**config.mk**
```make
export PLATFORM = sky130hd
export DESIGN_NAME = touch_gesture_classifier
export DESIGN_NICKNAME = d
export VERILOG_FILES = /design/src/rtl/core/tgc_pkg.sv /design/src/rtl/core/tgc_csr.sv /design/src/rtl/core/tgc_dir.sv /design/src/rtl/core/tgc_core.sv /design/src/rtl/core/touch_gesture_classifier.sv
export SDC_FILE = /design/constraint.sdc
export NUM_CORES = 1
export LEC_CHECK = 0
export BUFFER_PORTS_ARGS = -buffer_cell sky130_fd_sc_hd__buf_4
export CORE_ASPECT_RATIO = 0.8
export CORE_UTILIZATION = 30
export DETAILED_ROUTE_END_ITERATION = 7
export PLACE_DENSITY = 0.43
export SLEW_MARGIN = 20
export SYNTH_ARGS = -nofsm -noshare
export SYNTH_HDL_FRONTEND = slang
export SYNTH_HIERARCHICAL = 1
export SYNTH_SLANG_ARGS = --single-unit
export TNS_END_PERCENT = 100
```
**constraint.sdc**
```tcl
create_clock -name clock -period 12.1 [get_ports clock]
set_clock_uncertainty 0.1 [all_clocks]
set_input_delay 0 -clock clock [delete_from_list [all_inputs] [get_ports clock]]
set_output_delay 0 -clock clock [all_outputs]
set_load 0.05 [all_outputs]
```
**src/rtl/core/tgc_pkg.sv**
```systemverilog
`timescale 1ns / 1ps

package tgc_pkg;

   localparam int COORD_BITS_DEF = 8;

   typedef enum logic [3:0] {
      G_LEAVE     = 4'd0,
      G_STAY      = 4'd1,
      G_PRESS     = 4'd2,
      G_LONGPRESS = 4'd3,
      G_HOLD      = 4'd4,
      G_SHORTREL  = 4'd5,
      G_LONGREL   = 4'd6,
      G_RELEASE   = 4'd7,
      G_UP        = 4'd8,
      G_DOWN      = 4'd9,
      G_LEFT      = 4'd10,
      G_RIGHT     = 4'd11
   } gesture_type;

   typedef enum logic [2:0] {
      CSR_PRESS_TOLERANCE       = 3'd0,
      CSR_LONG_PRESS_TICKS      = 3'd1,
      CSR_LONG_PRESS_WIDEN      = 3'd2,
      CSR_SLIDE_FIRST_THRESHOLD = 3'd3,
      CSR_SLIDE_NEXT_THRESHOLD  = 3'd4,
      CSR_SLIDE_WINDOW_TICKS    = 3'd5,
      CSR_SLIDE_MIN_STEPS       = 3'd6,
      CSR_SLIDE_FIRST_WINDOW    = 3'd7
   } csr_index_type;

   typedef struct packed {
      logic [3:0] press_tolerance;
      logic [7:0] long_press_ticks;
      logic [3:0] long_press_widen;
      logic [6:0] slide_first_threshold;
      logic [6:0] slide_next_threshold;
      logic [7:0] slide_window_ticks;
      logic [1:0] slide_min_steps;
      logic [7:0] slide_first_window;
   } cfg_type;

   localparam cfg_type CFG_RESET = '{
      press_tolerance:       4'd4,
      long_press_ticks:      8'd30,
      long_press_widen:      4'd6,
      slide_first_threshold: 7'd3,
      slide_next_threshold:  7'd2,
      slide_window_ticks:    8'd10,
      slide_min_steps:       2'd2,
      slide_first_window:    8'd40
   };

endpackage

```
**src/rtl/core/tgc_csr.sv**
```systemverilog
`timescale 1ns / 1ps

module tgc_csr (
   input  logic             clock,
   input  logic             reset,
   input  logic             csr_valid,
   input  logic [2:0]       csr_index,
   input  logic [7:0]       csr_data,
   output tgc_pkg::cfg_type cfg
);
   import tgc_pkg::*;

   cfg_type cfg_ff, cfg_in;

   always_comb begin
      cfg_in = cfg_ff;
      if (csr_valid) begin
         case (csr_index_type'(csr_index))
            CSR_PRESS_TOLERANCE:       cfg_in.press_tolerance       = csr_data[3:0];
            CSR_LONG_PRESS_TICKS:      cfg_in.long_press_ticks      = csr_data;
            CSR_LONG_PRESS_WIDEN:      cfg_in.long_press_widen      = csr_data[3:0];
            CSR_SLIDE_FIRST_THRESHOLD: cfg_in.slide_first_threshold = csr_data[6:0];
            CSR_SLIDE_NEXT_THRESHOLD:  cfg_in.slide_next_threshold  = csr_data[6:0];
            CSR_SLIDE_WINDOW_TICKS:    cfg_in.slide_window_ticks    = csr_data;
            CSR_SLIDE_MIN_STEPS:       cfg_in.slide_min_steps       = csr_data[1:0];
            CSR_SLIDE_FIRST_WINDOW:    cfg_in.slide_first_window    = csr_data;
            default:                   cfg_in = cfg_ff;
         endcase
      end
   end

   always_ff @(posedge clock) begin
      if (reset) begin
         cfg_ff <= CFG_RESET;
      end else begin
         cfg_ff <= cfg_in;
      end
   end

   assign cfg = cfg_ff;

endmodule

```
**src/rtl/core/tgc_dir.sv**
```systemverilog
`timescale 1ns / 1ps

module tgc_dir #(
   parameter int COORD_BITS = tgc_pkg::COORD_BITS_DEF
) (
   input  logic [COORD_BITS-1:0] ref_x,
   input  logic [COORD_BITS-1:0] ref_y,
   input  logic [COORD_BITS-1:0] cur_x,
   input  logic [COORD_BITS-1:0] cur_y,
   input  logic [6:0]            threshold,
   output tgc_pkg::gesture_type  dir
);
   import tgc_pkg::*;

   localparam int AW = COORD_BITS + 2;
   localparam int TW = (COORD_BITS > 7) ? COORD_BITS : 7;

   logic signed [COORD_BITS:0] dx, dy;
   logic [COORD_BITS:0]        ndx, ndy;
   logic [COORD_BITS-1:0]      ax, ay;
   logic [AW-1:0]              ax2, ay2, ax3, ay3;
   logic [TW-1:0]              axw, ayw, thw;
   logic                       vdom, hdom;

   assign dx  = $signed({1'b0, cur_x}) - $signed({1'b0, ref_x});
   assign dy  = $signed({1'b0, cur_y}) - $signed({1'b0, ref_y});
   assign ndx = -dx;
   assign ndy = -dy;
   assign ax  = dx[COORD_BITS] ? ndx[COORD_BITS-1:0] : dx[COORD_BITS-1:0];
   assign ay  = dy[COORD_BITS] ? ndy[COORD_BITS-1:0] : dy[COORD_BITS-1:0];

   // 3:2 dominance: 2*|a| >= 3*|b|
   assign ax2 = {1'b0, ax, 1'b0};
   assign ay2 = {1'b0, ay, 1'b0};
   assign ax3 = ax2 + AW'(ax);
   assign ay3 = ay2 + AW'(ay);
   assign vdom = ay2 >= ax3;
   assign hdom = ax2 >= ay3;

   assign axw = TW'(ax);
   assign ayw = TW'(ay);
   assign thw = TW'(threshold);

   always_comb begin
      dir = G_LEAVE;
      if (dy[COORD_BITS] && ayw > thw && vdom) begin
         dir = G_UP;
      end else if (!dy[COORD_BITS] && ayw > thw && vdom) begin
         dir = G_DOWN;
      end else if (dx[COORD_BITS] && axw > thw && hdom) begin
         dir = G_LEFT;
      end else if (!dx[COORD_BITS] && axw > thw && hdom) begin
         dir = G_RIGHT;
      end
   end

endmodule

```
**src/rtl/core/tgc_core.sv**
```systemverilog
`timescale 1ns / 1ps

module tgc_core #(
   parameter int COORD_BITS = tgc_pkg::COORD_BITS_DEF
) (
   input  logic                   clock,
   input  logic                   reset,
   input  logic                   fire,
   input  logic                   touched,
   input  logic [COORD_BITS-1:0]  x_pos,
   input  logic [COORD_BITS-1:0]  y_pos,
   input  logic                   forced_leave,
   input  tgc_pkg::cfg_type       cfg,
   output tgc_pkg::gesture_type   gesture,
   output logic signed [COORD_BITS:0] point_x,
   output logic signed [COORD_BITS:0] point_y,
   output logic [COORD_BITS-1:0]  first_x,
   output logic [COORD_BITS-1:0]  first_y,
   output logic [COORD_BITS-1:0]  last_x,
   output logic [COORD_BITS-1:0]  last_y
);
   import tgc_pkg::*;

   localparam int BW = COORD_BITS + 2;

   logic pressed_ff, pressed_in;
   logic await_ff, await_in;
   logic long_on_ff, long_on_in;
   logic slide_on_ff, slide_on_in;
   logic fired_ff, fired_in;
   logic [7:0] dwell_ff, dwell_in, dwell_sat;
   logic signed [BW-1:0] box_l_ff, box_l_in, box_t_ff, box_t_in;
   logic signed [BW-1:0] box_r_ff, box_r_in, box_b_ff, box_b_in;
   logic [COORD_BITS-1:0] ref_x_ff, ref_x_in, ref_y_ff, ref_y_in;
   gesture_type lock_ff, lock_in, pending_ff, pending_in, dir, g;
   logic [1:0] step_ff, step_in, step_sat;
   logic [7:0] timer_ff, timer_in, timer_mid;
   logic [6:0] thr_ff, thr_in;
   logic signed [COORD_BITS:0] cur_x_ff, cur_x_in, cur_y_ff, cur_y_in;
   logic [COORD_BITS-1:0] first_x_ff, first_x_in, first_y_ff, first_y_in;
   logic [COORD_BITS-1:0] last_x_ff, last_x_in, last_y_ff, last_y_in;

   logic signed [BW-1:0] xs, ys, tol_s, wid_s;
   logic in_box;

   tgc_dir #(.COORD_BITS(COORD_BITS)) u_dir (
      .ref_x     (ref_x_ff),
      .ref_y     (ref_y_ff),
      .cur_x     (x_pos),
      .cur_y     (y_pos),
      .threshold (thr_ff),
      .dir       (dir)
   );

   assign xs    = signed'({2'b00, x_pos});
   assign ys    = signed'({2'b00, y_pos});
   assign tol_s = signed'(BW'(cfg.press_tolerance));
   assign wid_s = signed'(BW'(cfg.long_press_widen));
   assign in_box = (xs > box_l_ff) && (xs < box_r_ff) && (ys > box_t_ff) && (ys < box_b_ff);
   assign dwell_sat = (dwell_ff != 8'hFF) ? dwell_ff + 8'd1 : dwell_ff;
   assign step_sat  = (step_ff < cfg.slide_min_steps) ? step_ff + 2'd1 : step_ff;

   always_comb begin
      pressed_in = pressed_ff;
      await_in   = await_ff;
      long_on_in = long_on_ff;
      slide_on_in = slide_on_ff;
      fired_in   = fired_ff;
      dwell_in   = dwell_ff;
      box_l_in   = box_l_ff;
      box_t_in   = box_t_ff;
      box_r_in   = box_r_ff;
      box_b_in   = box_b_ff;
      ref_x_in   = ref_x_ff;
      ref_y_in   = ref_y_ff;
      lock_in    = lock_ff;
      step_in    = step_ff;
      timer_in   = timer_ff;
      timer_mid  = timer_ff;
      thr_in     = thr_ff;
      pending_in = pending_ff;
      cur_x_in   = cur_x_ff;
      cur_y_in   = cur_y_ff;
      first_x_in = first_x_ff;
      first_y_in = first_y_ff;
      last_x_in  = last_x_ff;
      last_y_in  = last_y_ff;
      g          = G_LEAVE;

      if (forced_leave) begin
         pressed_in  = 1'b1;
         long_on_in  = 1'b0;
         slide_on_in = 1'b0;
         await_in    = 1'b1;
         pending_in  = G_LEAVE;
         g           = G_LEAVE;
      end else if (touched) begin
         await_in = 1'b1;
         cur_x_in = signed'({1'b0, x_pos});
         cur_y_in = signed'({1'b0, y_pos});
         g        = G_STAY;
         if (!pressed_ff) begin
            pressed_in = 1'b1;
            g          = G_PRESS;
            pending_in = G_SHORTREL;
            box_l_in   = xs - tol_s;
            box_t_in   = ys - tol_s;
            box_r_in   = xs + tol_s;
            box_b_in   = ys + tol_s;
            ref_x_in   = x_pos;
            ref_y_in   = y_pos;
            first_x_in = x_pos;
            first_y_in = y_pos;
         end else begin
            if (long_on_ff) begin
               if (in_box) begin
                  if (!fired_ff) begin
                     dwell_in = dwell_sat;
                     if (dwell_sat >= cfg.long_press_ticks) begin
                        slide_on_in = 1'b0;
                        fired_in    = 1'b1;
                        box_l_in    = box_l_ff - wid_s;
                        box_t_in    = box_t_ff - wid_s;
                        box_r_in    = box_r_ff + wid_s;
                        box_b_in    = box_b_ff + wid_s;
                        g           = G_LONGPRESS;
                        pending_in  = G_LONGREL;
                     end
                  end else begin
                     g = G_HOLD;
                  end
               end else begin
                  long_on_in = 1'b0;
                  pending_in = G_RELEASE;
               end
            end
            // swipe tracking sees the slide flag after the long-press step
            if (slide_on_in) begin
               if (lock_ff != G_LEAVE) begin
                  if (dir == lock_ff) begin
                     timer_mid = cfg.slide_window_ticks;
                     step_in   = step_sat;
                     ref_x_in  = x_pos;
                     ref_y_in  = y_pos;
                  end else if (dir != G_LEAVE) begin
                     slide_on_in = 1'b0;
                     step_in     = 2'd0;
                  end
               end else if (dir != G_LEAVE) begin
                  lock_in   = dir;
                  thr_in    = cfg.slide_next_threshold;
                  step_in   = step_sat;
                  timer_mid = cfg.slide_window_ticks;
                  ref_x_in  = x_pos;
                  ref_y_in  = y_pos;
               end
               if (timer_mid != 8'd0) begin
                  timer_in = timer_mid - 8'd1;
               end else begin
                  timer_in    = timer_mid;
                  slide_on_in = 1'b0;
                  lock_in     = G_LEAVE;
               end
            end
         end
      end else begin
         g = pending_ff;
         if (await_ff) begin
            await_in = 1'b0;
            if (slide_on_ff && step_ff >= cfg.slide_min_steps) begin
               last_x_in = cur_x_ff[COORD_BITS-1:0];
               last_y_in = cur_y_ff[COORD_BITS-1:0];
               if (lock_ff != G_LEAVE) begin
                  g = lock_ff;
               end
            end
            pressed_in  = 1'b0;
            fired_in    = 1'b0;
            dwell_in    = 8'd0;
            long_on_in  = 1'b1;
            slide_on_in = 1'b1;
            lock_in     = G_LEAVE;
            step_in     = 2'd0;
            timer_in    = cfg.slide_first_window;
            thr_in      = cfg.slide_first_threshold;
            cur_x_in    = '1;
            cur_y_in    = '1;
         end
         pending_in = G_LEAVE;
      end
   end

   always_ff @(posedge clock) begin
      if (reset) begin
         pressed_ff  <= 1'b0;
         await_ff    <= 1'b1;
         long_on_ff  <= 1'b1;
         slide_on_ff <= 1'b1;
         fired_ff    <= 1'b0;
         dwell_ff    <= 8'd0;
         box_l_ff    <= '0;
         box_t_ff    <= '0;
         box_r_ff    <= '0;
         box_b_ff    <= '0;
         ref_x_ff    <= '0;
         ref_y_ff    <= '0;
         lock_ff     <= G_LEAVE;
         step_ff     <= 2'd0;
         timer_ff    <= CFG_RESET.slide_first_window;
         thr_ff      <= CFG_RESET.slide_first_threshold;
         pending_ff  <= G_LEAVE;
         cur_x_ff    <= '1;
         cur_y_ff    <= '1;
         first_x_ff  <= '0;
         first_y_ff  <= '0;
         last_x_ff   <= '0;
         last_y_ff   <= '0;
      end else if (fire) begin
         pressed_ff  <= pressed_in;
         await_ff    <= await_in;
         long_on_ff  <= long_on_in;
         slide_on_ff <= slide_on_in;
         fired_ff    <= fired_in;
         dwell_ff    <= dwell_in;
         box_l_ff    <= box_l_in;
         box_t_ff    <= box_t_in;
         box_r_ff    <= box_r_in;
         box_b_ff    <= box_b_in;
         ref_x_ff    <= ref_x_in;
         ref_y_ff    <= ref_y_in;
         lock_ff     <= lock_in;
         step_ff     <= step_in;
         timer_ff    <= timer_in;
         thr_ff      <= thr_in;
         pending_ff  <= pending_in;
         cur_x_ff    <= cur_x_in;
         cur_y_ff    <= cur_y_in;
         first_x_ff  <= first_x_in;
         first_y_ff  <= first_y_in;
         last_x_ff   <= last_x_in;
         last_y_ff   <= last_y_in;
      end
   end

   assign gesture = g;
   assign point_x = cur_x_in;
   assign point_y = cur_y_in;
   assign first_x = first_x_in;
   assign first_y = first_y_in;
   assign last_x  = last_x_in;
   assign last_y  = last_y_in;

endmodule

```
**src/rtl/core/touch_gesture_classifier.sv**
```systemverilog
`timescale 1ns / 1ps

// Touch gesture classifier. One touch-panel scan sample enters per item on the
// req_ channel (touched, x_pos, y_pos, forced_leave); exactly one item leaves on
// the rsp_ channel: gesture code, current point (-1 after a release), press
// start point and end point of the last reported swipe.
// Samples are captured in an input register; the classifier state and the
// result register update together when the result register is free, and the
// result is offered from it. One sample per cycle is sustained while rsp_ready
// is high: the state update is a single pass of compare/add logic per sample.
// When rsp_ready is low the result register holds; the input register still
// takes one more sample, after which req_ready drops until the result drains.
// Configuration writes on csr_ are always ready and are registered before they
// take effect; issue them only while no sample is in flight.
// Synchronous reset loads the register defaults and the released-panel state
// (point -1, no press pending, all checks armed) and empties both registers.
module touch_gesture_classifier #(
   parameter int COORD_BITS = tgc_pkg::COORD_BITS_DEF
) (
   input  logic                   clock,
   input  logic                   reset,
   input  logic                   req_valid,
   output logic                   req_ready,
   input  logic                   req_touched,
   input  logic [COORD_BITS-1:0]  req_x_pos,
   input  logic [COORD_BITS-1:0]  req_y_pos,
   input  logic                   req_forced_leave,
   output logic                   rsp_valid,
   input  logic                   rsp_ready,
   output logic [3:0]             rsp_gesture,
   output logic signed [COORD_BITS:0] rsp_point_x,
   output logic signed [COORD_BITS:0] rsp_point_y,
   output logic [COORD_BITS-1:0]  rsp_first_x,
   output logic [COORD_BITS-1:0]  rsp_first_y,
   output logic [COORD_BITS-1:0]  rsp_last_x,
   output logic [COORD_BITS-1:0]  rsp_last_y,
   input  logic                   csr_valid,
   output logic                   csr_ready,
   input  logic [2:0]             csr_index,
   input  logic [7:0]             csr_data
);
   import tgc_pkg::*;

   cfg_type cfg;

   logic in_valid_ff, in_valid_in;
   logic touched_ff, forced_ff;
   logic [COORD_BITS-1:0] x_ff, y_ff;
   logic rsp_valid_ff, rsp_valid_in;
   logic out_free, fire, req_take;

   gesture_type g;
   logic signed [COORD_BITS:0] px, py;
   logic [COORD_BITS-1:0] fx, fy, lx, ly;

   logic [3:0] gesture_ff;
   logic signed [COORD_BITS:0] point_x_ff, point_y_ff;
   logic [COORD_BITS-1:0] first_x_ff, first_y_ff, last_x_ff, last_y_ff;

   tgc_csr u_csr (
      .clock     (clock),
      .reset     (reset),
      .csr_valid (csr_valid),
      .csr_index (csr_index),
      .csr_data  (csr_data),
      .cfg       (cfg)
   );

   assign out_free  = !rsp_valid_ff || rsp_ready;
   assign fire      = in_valid_ff && out_free;
   assign req_ready = !in_valid_ff || out_free;
   assign req_take  = req_valid && req_ready;

   assign in_valid_in  = req_take ? 1'b1 : (fire ? 1'b0 : in_valid_ff);
   assign rsp_valid_in = fire ? 1'b1 : (rsp_ready ? 1'b0 : rsp_valid_ff);

   tgc_core #(.COORD_BITS(COORD_BITS)) u_core (
      .clock        (clock),
      .reset        (reset),
      .fire         (fire),
      .touched      (touched_ff),
      .x_pos        (x_ff),
      .y_pos        (y_ff),
      .forced_leave (forced_ff),
      .cfg          (cfg),
      .gesture      (g),
      .point_x      (px),
      .point_y      (py),
      .first_x      (fx),
      .first_y      (fy),
      .last_x       (lx),
      .last_y       (ly)
   );

   always_ff @(posedge clock) begin
      if (reset) begin
         in_valid_ff  <= 1'b0;
         rsp_valid_ff <= 1'b0;
      end else begin
         in_valid_ff  <= in_valid_in;
         rsp_valid_ff <= rsp_valid_in;
      end
   end

   always_ff @(posedge clock) begin
      if (req_take) begin
         touched_ff <= req_touched;
         x_ff       <= req_x_pos;
         y_ff       <= req_y_pos;
         forced_ff  <= req_forced_leave;
      end
      if (fire) begin
         gesture_ff <= g;
         point_x_ff <= px;
         point_y_ff <= py;
         first_x_ff <= fx;
         first_y_ff <= fy;
         last_x_ff  <= lx;
         last_y_ff  <= ly;
      end
   end

   assign csr_ready   = 1'b1;
   assign rsp_valid   = rsp_valid_ff;
   assign rsp_gesture = gesture_ff;
   assign rsp_point_x = point_x_ff;
   assign rsp_point_y = point_y_ff;
   assign rsp_first_x = first_x_ff;
   assign rsp_first_y = first_y_ff;
   assign rsp_last_x  = last_x_ff;
   assign rsp_last_y  = last_y_ff;

endmodule

```
==> reports/results.md <==
| Step | Parameter | Value |
|:---|:---|:---|
| run status | Result of the run | completed |
| clock network | Clock sink total | 265 |
| die | Floorplan die area | 56600 um^2 |
| setup path | Data required time at the worst endpoint | 12.50 ns |
| clock network | Number of cells upsized or downsized after cts | 0 |
| logic synthesis | Count of warnings emitted by yosys | 6 |
| clock network | Clk pin slew, worst setup/hold paths | 0.06 ns |
| logic synthesis | Post-synth top flop | sky130_fd_sc_hd__dfxtp_1 |
| sta | Setup TNS | 0 ns |
| setup path | Arr. time, crit path | 10.40 ns |
| routing | Average wire length per cell after detail routing | 18.7 um |
| die | Floorplan die height | 213 um |
| clock network | TritonCTS Buffers | 31 |
| logic synthesis | Cell type contributing the most total cell area after synthesis | sky130_fd_sc_hd__dfxtp_1 |
| die | Number of I/O pins | 91 |
| placed design | Weighted congestion reported at the end of routability-driven placement | 0.886 |
| routing | Via-per-instance ratio | 5.08 |
| logic synthesis | Net count of the mapped netlist | 2017 |
| sta | Tightest Pin Transition | 1.05 ns |
| setup path | Cell repeated most along the worst path | sky130_fd_sc_hd__ha_1 |
| pwr | Pwr dens | 171 nW/um^2 |
| setup path | Max incr delay on CP | 0.71 ns |
| global route | Total global routing overflow | 0 |
| die | Rows | 76 |
| setup path | Slowest library cell on the worst path | sky130_fd_sc_hd__a21o_1 |
| clock network | Cts hold-fix bufs | 48 |
| routing | Post-route antenna net violation count | 0 |
| routing | DR pass1 iterations | 5 |
| sta | RSZ-0062 raised after global routing | false |
| sta | Number of hold violations in the final report | 0 |
| worst hold path | Class of the tightest hold or removal check | input pin to flop |
| logic synthesis | Post-synthesis instance area | 16700 um^2 |
| logic synthesis | #FFs+latches synth | 265 |
| setup path | Worst-path maximum fanout | 18 |
| finish | Fraction of layout cells with a size suffix above 1 | 12.3% |
| sta | Setup Viol. Count Final | 0 |
| routing | Routed via count | 13.7k |
| routing | Total Routed Length | 50400 um |
| logic synthesis | Part of the Yosys area used for sequential elements | 36.1% |
| global route | Pin count of the biggest net entering global routing | 73 |
| logic synthesis | Area fraction of the dominant cell type after synthesis | 23.1% |
| pwr | Maximum VDD drop | 0.119 mV |
| logic synthesis | Top-count cell post-synth | sky130_fd_sc_hd__nor2_1 |
| logic synthesis | Biggest area contributors in the synthesized netlist | sky130_fd_sc_hd__dfxtp_1 23%, sky130_fd_sc_hd__edfxtp_1 13%, sky130_fd_sc_hd__ha_1 10% |
| sta | Post-layout min period | 10.0 ns |
| global route | Number of antenna violations at the first check in global routing | 0 |
| global route | Vias in the first global route | 13.3k |
| logic synthesis | Proportion of register bits with asynchronous set or reset after synthesis | 0% |
| pwr | Pwr Total | 3.34 mW |
| setup path | Setup crit start kind | flop |
| clock network | H-tree Lvls | 1 |
| clock network | Buffer type at the clock tree root | sky130_fd_sc_hd__clkbuf_16 |
| placed design | Placed wire-length estimate after detailed placement | 36200 um |
| routing | DRC violation count after routing | 0 |
| die | Die width | 266 um |
| logic synthesis | Avg Synthesized Cell Area | 9.09 um^2 |
| pwr | Leakage component of the power | 7.83 nW |
| clock network | Number of setup buffers added after CTS | 0 |
| logic synthesis | List of most frequent post-synthesis cells | 199 x sky130_fd_sc_hd__nor2_1, 193 x sky130_fd_sc_hd__dfxtp_1, 134 x sky130_fd_sc_hd__ha_1 |
| die | Placeable Area | 54400 um^2 |
| logic synthesis | Cells after Synth | 1837 |
| setup path | Kind of capture point of the worst setup path | flop |
| job | Count of maximum capacitance violations | 0 |
| finish | Nets@finish | 2111 |
| logic synthesis | Number of flops mapped to enable cells by yosys | 72 |
| clock network | Worst-case clock buffer depth | 3 |
| sta | Maximum operating frequency | 100 MHz |
| finish | Synthesis-to-layout area growth | 16.9% |
| sta | Period Utilization, post-route | 82.6% |
| logic synthesis | Post-synthesis cell type count | 105 |
| setup path | Setup Crit Path Kind | flop to flop |
| clock network | TritonCTS clock tree | built |
| die | Starting Density | 30.7% |
| routing | Number of design-rule violations left by the first detailed-router iteration | 920 |
| sta | Fin Hold WS | 0.0558 ns |
| clock network | Clock network latency to the later pin of the worst-skew pair | 0.58 ns |
| sta | Number of max-slew violations in the final report | 0 |
| placed design | Count of input and output buffers | 89 |
| global route | Wire length of the first global-routing pass | 78700 um |
| global route | Total GRT Usage | 17.7% |
| sta | Worst relative slew slack | 29.9% |
[worst paths after layout]
check | end | from | slack [ns] | cells after the start
max | u_core/timer_ff[3] | x_ff[0] | 2.10 | 39
min | x_ff[7] | req_x_pos[7] | 0.06 | 2
max reg2reg | u_core/timer_ff[3] | x_ff[0] | 2.10 | 39
min reg2reg | u_core/ref_y_ff[7] | u_core/ref_y_ff[7] | 0.36 | 2
[flip-flops by register name (all words and copies together), names as in the netlist, 9 cells and up]
signal / flops
rsp_point_x: 9
rsp_point_y: 9
u_core/box_b_ff: 10
u_core/box_l_ff: 10
u_core/box_r_ff: 10
u_core/box_t_ff: 10
u_core/cur_x_ff: 9
u_core/cur_y_ff: 9
u_csr/cfg: 48
[where the power goes]
| group | leakage, nW | internal (mW) | total (mW) | switching, mW |
|---|---|---|---|---|
| sequential | 2.24 | 0.953 | 0.994 | 0.0406 |
| clock | 0.489 | 0.553 | 0.939 | 0.386 |
| combinational | 5.10 | 0.593 | 1.40 | 0.811 |
| total | 7.83 | 2.10 | 3.34 | 1.24 |
[critical path: cells and delay by family, from the launching register on]
kind                       cells  cell delay (ns)
AOI/OAI and AO/OA             14             3.31
muxes                          6             1.85
adders and majority gates      6             1.82
and+or+nand+nor                8             1.67
DFF                            1             0.53
xor gates and xnor gates       3             0.46
buffers and inverters          2             0.17
[metrics by stage]
stage / setup WS, ns / cell area (um^2) / std cells / util (%)
floorplan: 3.57 / 16700 / 1837 / -
global placement: 2.56 / 18000 / 2591 / 33.1
detailed placement: 2.29 / 18000 / 2591 / 33.1
CTS: 2.24 / 19500 / 2695 / 35.9
global route: 1.51 / 19500 / 2695 / 35.9
finish: 2.10 / 19500 / 2697 / 35.9
[placed cells by master (no fill, tap or decap), drive strengths merged, types with 13 or more instances in the layout]
cell type    synthesis  layout
xnor2               37      37
a21oi               90      90
dfxtp              193     193
o22a                16      16
nand3               25      25
or3                 13      13
nor2               199     199
buf                 34     107
inv                115     116
a211oi              19      19
dlygate4sd3          0      48
mux2                38      38
clkbuf              60      42
mux2i              105     105
edfxtp              72      72
nand2b              67      67
nor2b               35      35
ha                 134     134
o21ai              101     101
nand2              128     128
a31oi               19      19
nor3                61      61
nor4                15      15
xor2                36      36
a21o                16      16
[cells by family (layout without fill, tap and decap cells)]
logic type               count (synthesis)  in the layout  share of synthesized area [%]
AO/OA/AOI/OAI                          391            391                           15.9
XOR/XNOR                                75             75                           4.19
adder cells (fa/ha/maj)                148            148                           11.6
buffers and inverters                  209            326                           5.17
flip-flops                             265            265                           36.1
multiplexers                           143            143                           8.88
other                                    2              4                         0.0450
AND/OR/NAND/NOR                        604            604                           18.1
[area by class of cell]
| cell class | count | area [um^2] |
|---|---|---|
| timing repair buffer | 155 | 1280 |
| tap | 741 | 927 |
| inverter | 115 | 432 |
| clock inverter | 14 | 161 |
| antenna | 2 | 5.00 |
| fill | 5594 | 34900 |
| multi-input combinational | 1363 | 9830 |
| clock buffer | 42 | 847 |
| sequential | 265 | 6030 |
[layer usage]
metal | GRT usage [%] | vias to the layer above | share of wire (%)
li1 | - | 6747 | -
met2 | 26.7 | 244 | 42
met3 | 2.08 | 41 | 3.3
met4 | 2.97 | 0 | 1.4
met1 | 27.0 | 6681 | 53
met5 | 0 | - | 0
No activity file was read; power rests on OpenSTA's default activity.
